===== config.mk =====
export PLATFORM = sky130hd
export DESIGN_NAME = greedy_text_justifier
export DESIGN_NICKNAME = d
export VERILOG_FILES = /design/src/rtl/core/gtj_pkg.sv /design/src/rtl/core/gtj_divider.sv /design/src/rtl/core/greedy_text_justifier.sv
export SDC_FILE = /design/constraint.sdc
export NUM_CORES = 1
export LEC_CHECK = 0
export BUFFER_PORTS_ARGS = -buffer_cell sky130_fd_sc_hd__buf_4
export CAP_MARGIN = 20
export CELL_PAD_IN_SITES_DETAIL_PLACEMENT = 0
export CELL_PAD_IN_SITES_GLOBAL_PLACEMENT = 1
export CORE_ASPECT_RATIO = 1.25
export CORE_UTILIZATION = 49
export CTS_CLUSTER_DIAMETER = 40
export DETAILED_ROUTE_END_ITERATION = 6
export PLACE_DENSITY = 0.78
export SLEW_MARGIN = 15
export SYNTH_ARGS = -nofsm -noshare
export SYNTH_HDL_FRONTEND = slang
export SYNTH_HIERARCHICAL = 1
export SYNTH_SLANG_ARGS = --single-unit

===== constraint.sdc =====
create_clock -name i_clk -period 3.71 [get_ports i_clk]
set_input_delay 0.5565 -clock i_clk [delete_from_list [all_inputs] [get_ports i_clk]]
set_output_delay 0.5565 -clock i_clk [all_outputs]
set_load 0.05 [all_outputs]

===== src/rtl/core/gtj_pkg.sv =====
// Shared types and constants for the greedy text justifier.
// No dependencies; used by gtj_divider and greedy_text_justifier.
package gtj_pkg;

    localparam logic [7:0] SPACE_CHAR = 8'h20;
    localparam int         WC_W       = 5;
    localparam logic [WC_W-1:0] WC_MAX = 5'd31;
    localparam logic [5:0] WIDTH_RESET = 6'd16;

    typedef enum logic [2:0] {
        ST_IDLE,
        ST_FIT,
        ST_PREP,
        ST_DIV,
        ST_EMIT,
        ST_SEP,
        ST_COPY
    } t_state;

endpackage


===== src/rtl/core/gtj_divider.sv =====
// Restoring divider, one quotient bit per cycle, for the gap spacing split.
// Depends on gtj_pkg for the divisor width.
module gtj_divider #(
    parameter int DW = 6
) (
    input  logic                     i_clk,
    input  logic                     i_rst_n,
    input  logic                     i_start,
    input  logic [DW-1:0]            i_dividend,
    input  logic [gtj_pkg::WC_W-1:0] i_divisor,
    output logic                     o_done,
    output logic [DW-1:0]            o_quot,
    output logic [gtj_pkg::WC_W-1:0] o_rem
);

    localparam int CW = (DW > 1) ? $clog2(DW) : 1;

    logic                     r_busy;
    logic                     r_done;
    logic [CW-1:0]            r_cnt;
    logic [DW-1:0]            r_q;
    logic [gtj_pkg::WC_W-1:0] r_acc;
    logic [gtj_pkg::WC_W-1:0] r_div;
    logic [gtj_pkg::WC_W:0]   trial;
    logic                     qbit;

    always_comb begin
        trial = {r_acc, r_q[DW-1]};
        qbit  = (trial >= {1'b0, r_div});
    end

    always_ff @(posedge i_clk) begin
        if (!i_rst_n) begin
            r_busy <= 1'b0;
            r_done <= 1'b0;
            r_cnt  <= '0;
        end else begin
            r_done <= 1'b0;
            if (i_start) begin
                r_busy <= 1'b1;
                r_cnt  <= '0;
            end else if (r_busy) begin
                if (r_cnt == CW'(DW - 1)) begin
                    r_busy <= 1'b0;
                    r_done <= 1'b1;
                end
                r_cnt <= r_cnt + 1'b1;
            end
        end
    end

    always_ff @(posedge i_clk) begin
        if (i_start) begin
            r_q   <= i_dividend;
            r_acc <= '0;
            r_div <= i_divisor;
        end else if (r_busy) begin
            r_q   <= {r_q[DW-2:0], qbit};
            r_acc <= qbit ? gtj_pkg::WC_W'(trial - {1'b0, r_div})
                          : gtj_pkg::WC_W'(trial);
        end
    end

    assign o_done = r_done;
    assign o_quot = r_q;
    assign o_rem  = r_acc;

endmodule


===== src/rtl/core/greedy_text_justifier.sv =====
// Top level of the greedy text justifier: sequencer, word and line stores.
// Depends on gtj_pkg and gtj_divider.
//
// Characters arrive one per beat; a beat without a word end leaves the block
// ready for the next one. A word end appends the word to the line store,
// and a justified line first uses the shared divider that splits the spare
// spaces. While a line is sent the input is held off, and one character
// leaves per cycle when the output is ready. The output beat is registered,
// so the next character is taken while the last one waits.
// line_width 0 acts as 1, above MAX_WIDTH it acts as MAX_WIDTH.
module greedy_text_justifier #(
    parameter int MAX_WIDTH = 32
) (
    input  logic       i_clk,
    input  logic       i_rst_n,
    input  logic       i_cfg_wr_en,
    input  logic [5:0] i_cfg_wr_data,   // line_width
    input  logic       s_axis_tvalid,
    output logic       s_axis_tready,
    input  logic [7:0] s_axis_tdata,    // [7:0] text_char
    input  logic       s_axis_tuser,    // [0] word_end
    input  logic       s_axis_tlast,    // text_end
    output logic       m_axis_tvalid,
    input  logic       m_axis_tready,
    output logic [7:0] m_axis_tdata,    // [7:0] out_char
    output logic [1:0] m_axis_tuser,    // [0] run_last, [1] word_cut
    output logic       m_axis_tlast     // line_end
);

    localparam int LW = $clog2(MAX_WIDTH + 1);
    localparam int IW = (MAX_WIDTH > 1) ? $clog2(MAX_WIDTH) : 1;
    localparam int WCW = gtj_pkg::WC_W;

    gtj_pkg::t_state r_state, n_state;

    logic [5:0]     r_width;
    logic [LW-1:0]  r_word_len, n_word_len;
    logic           r_word_ovl, n_word_ovl;
    logic [LW-1:0]  r_line_len, n_line_len;
    logic [WCW-1:0] r_lwc, n_lwc;
    logic           r_line_cut, n_line_cut;
    logic [LW-1:0]  r_wl, n_wl;
    logic           r_cut, n_cut;
    logic           r_tend, n_tend;
    logic           r_final, n_final;
    logic           r_justify, n_justify;
    logic [LW-1:0]  r_idx, n_idx;
    logic [LW-1:0]  r_done, n_done;
    logic [WCW-1:0] r_gap, n_gap;
    logic           r_ingap, n_ingap;
    logic [LW:0]    r_gleft, n_gleft;
    logic [LW-1:0]  r_base, n_base;
    logic [WCW-1:0] r_extra, n_extra;
    logic [LW-1:0]  r_ci, n_ci;
    logic           r_ovalid, n_ovalid;
    logic [7:0]     r_odata, n_odata;
    logic           r_oend, n_oend;
    logic           r_olast, n_olast;
    logic           r_ocut, n_ocut;

    logic [7:0] r_word_mem [MAX_WIDTH];
    logic [7:0] r_line_mem [MAX_WIDTH];
    logic       r_sep      [MAX_WIDTH];

    logic          word_we;
    logic [IW-1:0] word_waddr;
    logic          line_we;
    logic [IW-1:0] line_waddr;
    logic [7:0]    line_wdata;
    logic          line_wsep;

    logic [LW-1:0]  w;
    logic           accept;
    logic           fire;
    logic           word_done;
    logic [LW-1:0]  new_word_len;
    logic           fit_break;
    logic           justify_now;
    logic           copy_more;
    logic           pad;
    logic           cur_sep;
    logic           last_beat;
    logic [LW:0]    gsp_start;
    logic [LW:0]    gap_left;
    logic [LW-1:0]  spare;
    logic           div_start;
    logic           div_done;
    logic [LW-1:0]  div_quot;
    logic [WCW-1:0] div_rem;

    gtj_divider #(
        .DW (LW)
    ) u_div (
        .i_clk      (i_clk),
        .i_rst_n    (i_rst_n),
        .i_start    (div_start),
        .i_dividend (spare),
        .i_divisor  (r_lwc - 1'b1),
        .o_done     (div_done),
        .o_quot     (div_quot),
        .o_rem      (div_rem)
    );

    always_comb begin
        if (r_width == '0) begin
            w = LW'(1);
        end else if (r_width > 6'(MAX_WIDTH)) begin
            w = LW'(MAX_WIDTH);
        end else begin
            w = LW'(r_width);
        end
    end

    assign s_axis_tready = (r_state == gtj_pkg::ST_IDLE);
    assign accept        = s_axis_tvalid && s_axis_tready;
    assign fire          = !r_ovalid || m_axis_tready;
    assign word_done     = s_axis_tuser || s_axis_tlast;
    assign new_word_len  = (r_word_len < w) ? r_word_len + 1'b1 : r_word_len;
    assign fit_break     = (r_lwc != '0) &&
                           ((LW+2)'(r_line_len) + (LW+2)'(1) + (LW+2)'(r_wl)
                            > (LW+2)'(w));
    assign justify_now   = !r_final && (r_lwc > WCW'(1));
    assign copy_more     = (r_ci < r_wl) && (r_line_len < LW'(MAX_WIDTH));
    assign pad           = (r_idx >= r_line_len);
    assign cur_sep       = r_sep[r_idx[IW-1:0]];
    assign last_beat     = ((LW+1)'(r_done) + (LW+1)'(1) == (LW+1)'(w));
    assign spare         = (w > r_line_len) ? w - r_line_len : '0;
    assign gsp_start     = (LW+1)'(1) +
                           (r_justify ? (LW+1)'(r_base) + (LW+1)'(r_gap < r_extra)
                                      : '0);
    assign gap_left      = r_ingap ? r_gleft - 1'b1 : gsp_start - 1'b1;
    assign div_start     = (r_state == gtj_pkg::ST_PREP) && justify_now;

    // next state
    always_comb begin
        n_state = r_state;
        case (r_state)
            gtj_pkg::ST_IDLE: begin
                if (accept && word_done) n_state = gtj_pkg::ST_FIT;
            end
            gtj_pkg::ST_FIT: begin
                n_state = fit_break ? gtj_pkg::ST_PREP : gtj_pkg::ST_SEP;
            end
            gtj_pkg::ST_PREP: begin
                n_state = justify_now ? gtj_pkg::ST_DIV : gtj_pkg::ST_EMIT;
            end
            gtj_pkg::ST_DIV: begin
                if (div_done) n_state = gtj_pkg::ST_EMIT;
            end
            gtj_pkg::ST_EMIT: begin
                if (fire && last_beat) begin
                    n_state = r_final ? gtj_pkg::ST_IDLE : gtj_pkg::ST_SEP;
                end
            end
            gtj_pkg::ST_SEP: begin
                n_state = gtj_pkg::ST_COPY;
            end
            gtj_pkg::ST_COPY: begin
                if (!copy_more) begin
                    n_state = r_tend ? gtj_pkg::ST_PREP : gtj_pkg::ST_IDLE;
                end
            end
            default: n_state = gtj_pkg::ST_IDLE;
        endcase
    end

    // datapath and outputs
    always_comb begin
        n_word_len = r_word_len;
        n_word_ovl = r_word_ovl;
        n_line_len = r_line_len;
        n_lwc      = r_lwc;
        n_line_cut = r_line_cut;
        n_wl       = r_wl;
        n_cut      = r_cut;
        n_tend     = r_tend;
        n_final    = r_final;
        n_justify  = r_justify;
        n_idx      = r_idx;
        n_done     = r_done;
        n_gap      = r_gap;
        n_ingap    = r_ingap;
        n_gleft    = r_gleft;
        n_base     = r_base;
        n_extra    = r_extra;
        n_ci       = r_ci;
        n_ovalid   = r_ovalid && !m_axis_tready;
        n_odata    = r_odata;
        n_oend     = r_oend;
        n_olast    = r_olast;
        n_ocut     = r_ocut;
        word_we    = 1'b0;
        word_waddr = r_word_len[IW-1:0];
        line_we    = 1'b0;
        line_waddr = r_line_len[IW-1:0];
        line_wdata = r_word_mem[r_ci[IW-1:0]];
        line_wsep  = 1'b0;

        case (r_state)
            gtj_pkg::ST_IDLE: begin
                if (accept) begin
                    if (r_word_len < w) begin
                        word_we    = 1'b1;
                        n_word_len = new_word_len;
                    end else begin
                        n_word_ovl = 1'b1;
                    end
                    if (word_done) begin
                        n_wl   = (new_word_len > w) ? w : new_word_len;
                        n_cut  = (r_word_ovl || !(r_word_len < w)) || (new_word_len > w);
                        n_tend = s_axis_tlast;
                    end
                end
            end
            gtj_pkg::ST_FIT: begin
                n_final = 1'b0;
            end
            gtj_pkg::ST_PREP: begin
                n_justify = justify_now;
                n_base    = '0;
                n_extra   = '0;
                n_idx     = '0;
                n_done    = '0;
                n_gap     = '0;
                n_ingap   = 1'b0;
            end
            gtj_pkg::ST_DIV: begin
                if (div_done) begin
                    n_base  = div_quot;
                    n_extra = div_rem;
                end
            end
            gtj_pkg::ST_EMIT: begin
                if (fire) begin
                    n_ovalid = 1'b1;
                    n_ocut   = r_line_cut;
                    n_oend   = last_beat;
                    n_olast  = last_beat && (r_final || !r_tend);
                    n_odata  = gtj_pkg::SPACE_CHAR;
                    if (!pad && cur_sep) begin
                        if (gap_left == '0) begin
                            n_idx   = r_idx + 1'b1;
                            n_gap   = r_gap + 1'b1;
                            n_ingap = 1'b0;
                        end else begin
                            n_ingap = 1'b1;
                            n_gleft = gap_left;
                        end
                    end else if (!pad) begin
                        n_odata = r_line_mem[r_idx[IW-1:0]];
                        n_idx   = r_idx + 1'b1;
                    end
                    n_done = r_done + 1'b1;
                    if (last_beat) begin
                        n_line_len = '0;
                        n_lwc      = '0;
                        n_line_cut = 1'b0;
                    end
                end
            end
            gtj_pkg::ST_SEP: begin
                n_ci = '0;
                if ((r_lwc != '0) && (r_line_len < LW'(MAX_WIDTH))) begin
                    line_we    = 1'b1;
                    line_wdata = gtj_pkg::SPACE_CHAR;
                    line_wsep  = 1'b1;
                    n_line_len = r_line_len + 1'b1;
                end
            end
            gtj_pkg::ST_COPY: begin
                if (copy_more) begin
                    line_we    = 1'b1;
                    n_line_len = r_line_len + 1'b1;
                    n_ci       = r_ci + 1'b1;
                end else begin
                    if (r_lwc < gtj_pkg::WC_MAX) n_lwc = r_lwc + 1'b1;
                    n_line_cut = r_line_cut || r_cut;
                    n_word_len = '0;
                    n_word_ovl = 1'b0;
                    n_final    = 1'b1;
                end
            end
            default: begin
                n_ovalid = 1'b0;
            end
        endcase
    end

    always_ff @(posedge i_clk) begin
        if (!i_rst_n) begin
            r_state    <= gtj_pkg::ST_IDLE;
            r_width    <= gtj_pkg::WIDTH_RESET;
            r_word_len <= '0;
            r_word_ovl <= 1'b0;
            r_line_len <= '0;
            r_lwc      <= '0;
            r_line_cut <= 1'b0;
            r_ovalid   <= 1'b0;
        end else begin
            r_state    <= n_state;
            if (i_cfg_wr_en) r_width <= i_cfg_wr_data;
            r_word_len <= n_word_len;
            r_word_ovl <= n_word_ovl;
            r_line_len <= n_line_len;
            r_lwc      <= n_lwc;
            r_line_cut <= n_line_cut;
            r_ovalid   <= n_ovalid;
        end
    end

    always_ff @(posedge i_clk) begin
        r_wl      <= n_wl;
        r_cut     <= n_cut;
        r_tend    <= n_tend;
        r_final   <= n_final;
        r_justify <= n_justify;
        r_idx     <= n_idx;
        r_done    <= n_done;
        r_gap     <= n_gap;
        r_ingap   <= n_ingap;
        r_gleft   <= n_gleft;
        r_base    <= n_base;
        r_extra   <= n_extra;
        r_ci      <= n_ci;
        r_odata   <= n_odata;
        r_oend    <= n_oend;
        r_olast   <= n_olast;
        r_ocut    <= n_ocut;
    end

    always_ff @(posedge i_clk) begin
        if (word_we) r_word_mem[word_waddr] <= s_axis_tdata;
    end

    always_ff @(posedge i_clk) begin
        if (line_we) begin
            r_line_mem[line_waddr] <= line_wdata;
            r_sep[line_waddr]      <= line_wsep;
        end
    end

    assign m_axis_tvalid = r_ovalid;
    assign m_axis_tdata  = r_odata;
    assign m_axis_tlast  = r_oend;
    assign m_axis_tuser  = {r_ocut, r_olast};

endmodule

==> impl_metrics.env, run 1 <==
export IMPL_synth_ff_type="edfxtp_1"
export IMPL_grt_antenna_before_repair=0
export IMPL_ys_async_sr_fraction_pct=0
export IMPL_wirelength_um=59800
export IMPL_gp_congestion=0.822
export IMPL_ir_drop_mv=0.454
export IMPL_hold_viol=0
export IMPL_fin_nets=1927
export IMPL_crit_fanout=7
export IMPL_antenna_cells=0
export IMPL_cp_required_ps=4080
export IMPL_skew_ps=24.4
export IMPL_crit_slowest_cell="a221oi_4"
export IMPL_timing_fmax_mhz=277
export IMPL_crit_path_max_incr_delay_ps=380
export IMPL_core_sq_um=57400
export IMPL_powerDensity_nw_per_um2=585
export IMPL_synth_seq_cells=667
export IMPL_ys_types=79
export IMPL_start_kind="flip-flop"
export IMPL_stdcell_area_sq_um=33200
export IMPL_port_buffers=33
export IMPL_cp_cell_sequence="nand2b_4 > ha_4 > a21o_1 > a21o_1 > a221oi_4 > buf_6 > xnor2_1 > ha_1 > nor2b_4 > o21a_1 > o21a_1 > o21a_1 > o21a_1 > o22ai_4 > mux2_4"
export IMPL_dp_slack_ps=46.2
export IMPL_synthesis_area_sq_um=28600
export IMPL_final_fill_count=4282
export IMPL_yosys_warnings=6
export IMPL_syn_inst=1671
export IMPL_drc_errors=0
export IMPL_setup_viol=0
export IMPL_clockBufferDepth=3
export IMPL_path_delay_family="compound AO/OA/AOI/OAI gates"
export IMPL_maxCapViolCount=0
export IMPL_root_buffer="clkbuf_16"
export IMPL_crit_buf_inv=1
export IMPL_cts_buffers=78
export IMPL_period_minus_slack_ps=3610
export IMPL_dp_hpwl_um=39300
export IMPL_arrival_ps=3990
export IMPL_synth_net_count=1765
export IMPL_dr_pass1_iters=5
export IMPL_postRouteAntennaNets=0
export IMPL_layout_area_overhead_vs_synth_pct=16.2
export IMPL_hold_ws_ps=141
export IMPL_grt_max_degree=68
export IMPL_finalCritPeriodShare_pct=97.4
export IMPL_end_kind="flip-flop"
export IMPL_start_util_pct=49.8
export IMPL_drive_gt1_share_pct=26.7
export IMPL_crit_type="reg2reg"
export IMPL_grt_pass1_wl_um=92200
export IMPL_io_pins=34
export IMPL_hold_path_class="in2reg"
export IMPL_slew_headroom_pct=40.1
export IMPL_syn_area_per_cell_sq_um=17.1
export IMPL_dpl_cell_area_sq_um=30400
export IMPL_cp_common_cell="o21a_1"
export IMPL_setup_ws_ps=95.7
export IMPL_rows=98
export IMPL_die_w_um=218
export IMPL_h_tree_depth=3
export IMPL_wl_per_cell_um=22.6
export IMPL_num_vias=15200
export IMPL_dieArea_sq_um=59300
export IMPL_chipHeight_um=272
export IMPL_max_slew_worst_pin_slew_ps=899
export IMPL_ys_seq_area_share_pct=68.4
export IMPL_grt_pass1_vias=15600
export IMPL_synth_edf_count=618
export IMPL_report_final_slew_viol_count=0
export IMPL_rsz0062_at_grt="true"
export IMPL_first_iter_violations=1294
export IMPL_cts_tree="yes"
export IMPL_grt_usage_pct=20.7
export IMPL_p_leak_uw=0.0113
export IMPL_clk_latency_ps=630
export IMPL_clkTransAtPathRegs_ps=60
export IMPL_vias_per_cell=5.75
export IMPL_status="finished, final reports clean"
export IMPL_clock_sinks=667
export IMPL_overflow=0
-- worst paths after layout --
| check | startpoint | end | slack, ps | cells after the start |
|---|---|---|---|---|
| setup / recovery | r_width[5] | r_wl[1] | 100 | 15 |
| setup reg to reg | r_width[5] | r_wl[1] | 100 | 15 |
| hold reg to reg | u_div/o_rem[4] | u_div/o_rem[4] | 480 | 2 |
| hold / removal | s_axis_tlast | r_tend | 140 | 1 |
-- power by group --
group,switching [uW],total [uW],internal (uW)
Combinational,1640,2710,1070
Clock,3180,7770,4590
Sequential,197,8930,8740
Total,5020,19400,14400
-- cell usage after synthesis (3+ instances only) --
library cell,instances,area share [%]
fa_1,3,0.21
a211o_1,3,0.092
edfxtp_1,618,65
a21o_1,11,0.29
clkinv_1,3,0.039
or3_1,4,0.088
nor2b_1,14,0.31
and3_1,9,0.20
mux2_2,19,0.75
nand2b_1,10,0.22
o21bai_1,7,0.18
o21ai_0,35,0.61
nand2_1,71,0.93
or3b_2,3,0.092
a21oi_1,37,0.65
nand3b_1,3,0.079
clkbuf_1,42,0.55
a22oi_1,4,0.11
xor2_1,16,0.49
nor3_1,24,0.42
inv_1,59,0.78
nor2_1,142,1.9
dfxtp_1,49,3.4
o21ai_1,3,0.053
xnor2_1,27,0.83
a211oi_1,8,0.21
buf_4,7,0.18
nand3_1,40,0.70
mux4_2,159,13
nor4_4,3,0.22
and2_1,23,0.50
nand2_2,6,0.13
o21a_1,6,0.16
buf_2,14,0.25
a31oi_1,9,0.20
nand4_1,12,0.26
mux2i_1,42,1.5
o22ai_1,4,0.088
buf_1,5,0.066
ha_1,70,3.1
-- cells by family (layout without fill, tap and decap cells) --
| group | after synthesis | in the layout | share of synthesized area, % |
|---|---|---|---|
| AND/OR/NAND/NOR | 374 | 374 | 6.30 |
| adder cells (fa/ha/maj) | 73 | 73 | 3.28 |
| AO/OA/AOI/OAI | 161 | 161 | 3.96 |
| buffers and inverters | 132 | 356 | 1.89 |
| multiplexers | 221 | 221 | 14.8 |
| flip-flops | 667 | 667 | 68.4 |
| XOR/XNOR | 43 | 43 | 1.32 |
-- cell usage in the layout (no fill, tap or decap), types with 8 or more instances in the layout --
cell | synthesis | final
nand2_1 | 71 | 70
mux2_2 | 19 | 14
inv_1 | 59 | 59
buf_4 | 7 | 142
a21oi_1 | 37 | 35
clkbuf_1 | 42 | 11
a211oi_1 | 8 | 8
xor2_1 | 16 | 16
xnor2_1 | 27 | 27
ha_1 | 70 | 68
a31oi_1 | 9 | 9
clkinv_1 | 3 | 9
and3_1 | 9 | 9
mux2i_1 | 42 | 42
nor2_1 | 142 | 134
nand3_1 | 40 | 40
bufinv_16 | 0 | 8
o21ai_0 | 35 | 34
nand4_1 | 12 | 12
mux4_2 | 159 | 159
and2_1 | 23 | 23
dfxtp_1 | 49 | 45
nand2b_1 | 10 | 9
clkbuf_16 | 0 | 79
nor3_1 | 24 | 24
a21o_1 | 11 | 11
edfxtp_1 | 618 | 618
nor2b_1 | 14 | 13
inv_6 | 0 | 14
-- what timing repair did --
action | in CTS | in global routing
hold buffers | 0 | 0
endpoints found under the setup margin | 0 | 10
setup buffers | 0 | 4
gates resized for setup | 0 | 18
-- sequential cells by signal (all words and copies together), names as in the netlist, 6 cells and up, named ones only --
name	flops
r_ci	6
r_line_len	6
r_wl	6
u_div/o_quot	6
m_axis_tdata	8
r_gleft	7
r_base	6
r_line_mem	256
r_done	6
r_width	6
r_word_mem	256
r_word_len	6
r_idx	6
r_sep	32
-- cell type report --
class	instances	area (sq um)	area share, %
clock buffer	90	2020	6.08
sequential	667	19500	58.9
inverter	63	239	0.720
multi-input combinational	872	8590	25.9
tap	750	938	2.83
clock inverter	52	636	1.91
timing repair buffer	151	1220	3.69
-- stage by stage --
stage / setup TNS [ps] / total power [uW] / std cells / utilization, %
2_1_floorplan: 0 / 10800 / 1671 / -
3_3_place_gp: 0 / 11700 / 2497 / 53.0
3_5_place_dp: 0 / 11800 / 2497 / 53.0
4_1_cts: 0 / 19500 / 2639 / 57.6
5_1_grt: -138 / 20100 / 2645 / 57.8
6_report: 0 / 19400 / 2645 / 57.8
-- routing by layer --
metal / track usage (%) / routed length [um] / up-vias
li1: - / - / 6921
met1: 26.3 / 24300 / 7806
met2: 35.7 / 31100 / 383
met3: 3.42 / 2560 / 107
met4: 7.62 / 1750 / 0
met5: 0 / 0 / -
Power figures use the tool's default switching activity.
==> run 2: changes to the inputs <==
Settings changed: ABC_AREA from default to 1, CELL_PAD_IN_SITES_DETAIL_PLACEMENT 0 to 1, CELL_PAD_IN_SITES_GLOBAL_PLACEMENT 1 to 2, CORE_UTILIZATION 49 to 39.
==> impl_metrics.env, run 2 <==
export IMPL_hp_start="s_axis_tlast"
export IMPL_synth_area_leaders="edfxtp_1, nor2_1, o21ai_0"
export IMPL_gp_congestion=0.848
export IMPL_yosys_top_cells_count="edfxtp_1, nor2_1, o21ai_0"
export IMPL_final_common_cell="edfxtp_1"
export IMPL_rows=111
export IMPL_skew_ps=44.0
export IMPL_stdcell_area_sq_um=34200
export IMPL_post_cts_buffers=0
export IMPL_cp_common_cell="nand2_1"
export IMPL_clock_sinks=667
export IMPL_core_sq_um=73700
export IMPL_wirelength_um=82400
export IMPL_yosysMostFrequentCell="edfxtp_1"
export IMPL_crit_buf_inv=4
export IMPL_hold_path_class="in2reg"
export IMPL_h_tree_depth=3
export IMPL_vias_per_cell=5.46
export IMPL_crit_path_max_incr_delay_ps=430
export IMPL_root_buffer="clkbuf_16"
export IMPL_crit_type="reg2reg"
export IMPL_hold_ws_ps=103
export IMPL_setup_ws_ps=309
export IMPL_synthesis_area_sq_um=29200
export IMPL_post_cts_resized=0
export IMPL_p_leak_uw=0.0123
export IMPL_dp_slack_ps=236
export IMPL_ir_drop_mv=0.538
export IMPL_ys_async_sr_fraction_pct=0
export IMPL_wl_per_cell_um=22.3
export IMPL_period_minus_slack_ps=3400
export IMPL_grt_pass1_vias=21900
export IMPL_num_vias=20200
export IMPL_crit_slowest_cell="dfxtp_1"
export IMPL_grt_pass1_wl_um=128000
export IMPL_powerDensity_nw_per_um2=722
export IMPL_path_delay_family="simple AND/OR/NAND/NOR gates"
export IMPL_max_slew_worst_pin_slew_ps=882
export IMPL_dieArea_sq_um=76100
export IMPL_startpoint="r_width[5]"
export IMPL_grt_max_degree=133
export IMPL_postRouteAntennaNets=0
export IMPL_final_cell_mix="edfxtp_1, nor2_1, o21ai_0"
export IMPL_finalCritPeriodShare_pct=91.7
export IMPL_crit_fanout=8
export IMPL_ys_seq_area_share_pct=66.8
export IMPL_maxCapViolCount=0
export IMPL_fin_nets=2758
export IMPL_grt_antenna_before_repair=1
export IMPL_start_util_pct=39.7
export IMPL_cp_required_ps=4100
export IMPL_worstReg2RegStart="r_width[5]"
export IMPL_setup_viol=0
export IMPL_drive_gt1_share_pct=13.2
export IMPL_ys_types=54
export IMPL_overflow=0
export IMPL_port_buffers=33
export IMPL_fin_tns_setup_ps=0
export IMPL_grt_usage_pct=22.1
export IMPL_first_iter_violations=1183
export IMPL_timing_fmax_mhz=294
export IMPL_dpl_cell_area_sq_um=31000
export IMPL_rsz0062_at_grt="false"
export IMPL_die_w_um=247
export IMPL_final_fill_count=7680
export IMPL_cp_cell_sequence="nor2_2 > inv_1 > ha_1 > a21oi_1 > nor2_1 > a211oi_2 > nand2_4 > inv_4 > nand2_1 > nand2_1 > inv_1 > ha_1 > nand2_1 > nor2_1 > o21ai_0 > o211ai_1 > nand2_1 > inv_1 > nand2_1 > a21boi_0"
export IMPL_syn_area_per_cell_sq_um=11.4
export IMPL_synth_top_area_share_pct=63.5
export IMPL_cts_buffers=92
export IMPL_synth_edf_count=618
export IMPL_syn_inst=2558
export IMPL_synth_area_leader_cell="edfxtp_1"
export IMPL_layout_area_overhead_vs_synth_pct=16.8
export IMPL_status="finished, final reports clean"
export IMPL_cts_tree="yes"
export IMPL_end_kind="flip-flop"
export IMPL_hold_viol=0
export IMPL_dr_pass1_iters=6
export IMPL_clkTransAtPathRegs_ps=50
export IMPL_io_pins=34
export IMPL_drc_errors=0
export IMPL_yosys_warnings=6
export IMPL_clk_latency_ps=660
export IMPL_reg_largest_list="r_line_mem x256, r_word_mem x256, r_sep x32"
export IMPL_start_kind="flip-flop"
export IMPL_cts_hold_buf=0
export IMPL_chipHeight_um=308
export IMPL_synth_net_count=2652
export IMPL_synth_seq_cells=667
export IMPL_slew_headroom_pct=41.1
export IMPL_synth_ff_type="edfxtp_1"
export IMPL_clockBufferDepth=3
export IMPL_arrival_ps=3790
export IMPL_report_final_slew_viol_count=0
export IMPL_dp_hpwl_um=53000
-- run 2: per-layer routing --
| metal | GRT usage (%) | wire, um | vias up |
|---|---|---|---|
| met5 | 0 | 13 | - |
| met4 | 9.32 | 3040 | 2 |
| met3 | 3.25 | 3200 | 173 |
| met2 | 39.1 | 42400 | 418 |
| met1 | 26.6 | 33700 | 10200 |
| li1 | - | - | 9419 |
-- run 2: where the power goes --
group | total, uW | internal [uW] | switching (uW)
clock | 8950 | 5380 | 3570
sequential | 9500 | 9130 | 366
combinational | 6230 | 1810 | 4430
-- run 2: worst register-to-register path, cell delays in order, from the launching register on --
cell,delay [ps]
dfxtp_1,430
nor2_2,220
inv_1,80
ha_1,300
a21oi_1,140
nor2_1,70
a211oi_2,240
nand2_4,100
inv_4,110
nand2_1,80
nand2_1,80
inv_1,60
ha_1,290
nand2_1,80
nor2_1,130
o21ai_0,110
o211ai_1,110
nand2_1,110
inv_1,160
nand2_1,110
a21boi_0,130
-- run 2: kinds of logic after synthesis --
| family | count (synthesis) | share of synthesized area, % |
|---|---|---|
| buffers and inverters | 316 | 4.30 |
| DFF | 667 | 66.8 |
| adders and majority gates | 73 | 3.20 |
| xor gates and xnor gates | 24 | 0.719 |
| and+or+nand+nor | 938 | 13.9 |
| AOI/OAI and AO/OA | 540 | 11.1 |
-- run 2: path summary, 6_finish.rpt --
| path | to | slack (ps) | cells past startpoint |
|---|---|---|---|
| hold reg to reg | r_ocut | 450 | 0 |
| setup / recovery | r_wl[5] | 310 | 20 |
| setup reg to reg | r_wl[5] | 310 | 20 |
| hold / removal | r_tend | 100 | 1 |
-- run 2: metrics by stage --
| step | cells | util (%) | power (uW) |
|---|---|---|---|
| after floorplan | 2558 | - | 13600 |
| after global placement | 3530 | 42.0 | 15600 |
| after detailed placement | 3530 | 42.0 | 15900 |
| after CTS | 3702 | 46.3 | 24900 |
| after global routing | 3702 | 46.3 | 25900 |
| final | 3703 | 46.3 | 24700 |
-- run 2: area by class of cell --
cell class | count | area, sq um | area share (%)
Tap cell | 960 | 1200 | 3.52
Clock buffer | 102 | 2380 | 6.97
Multi-Input combinational cell | 1575 | 8490 | 24.9
Inverter | 195 | 736 | 2.15
Antenna cell | 1 | 2.50 | 0.00732
Clock inverter | 70 | 778 | 2.28
Sequential cell | 667 | 19500 | 57.2
Timing Repair Buffer | 133 | 1040 | 3.03
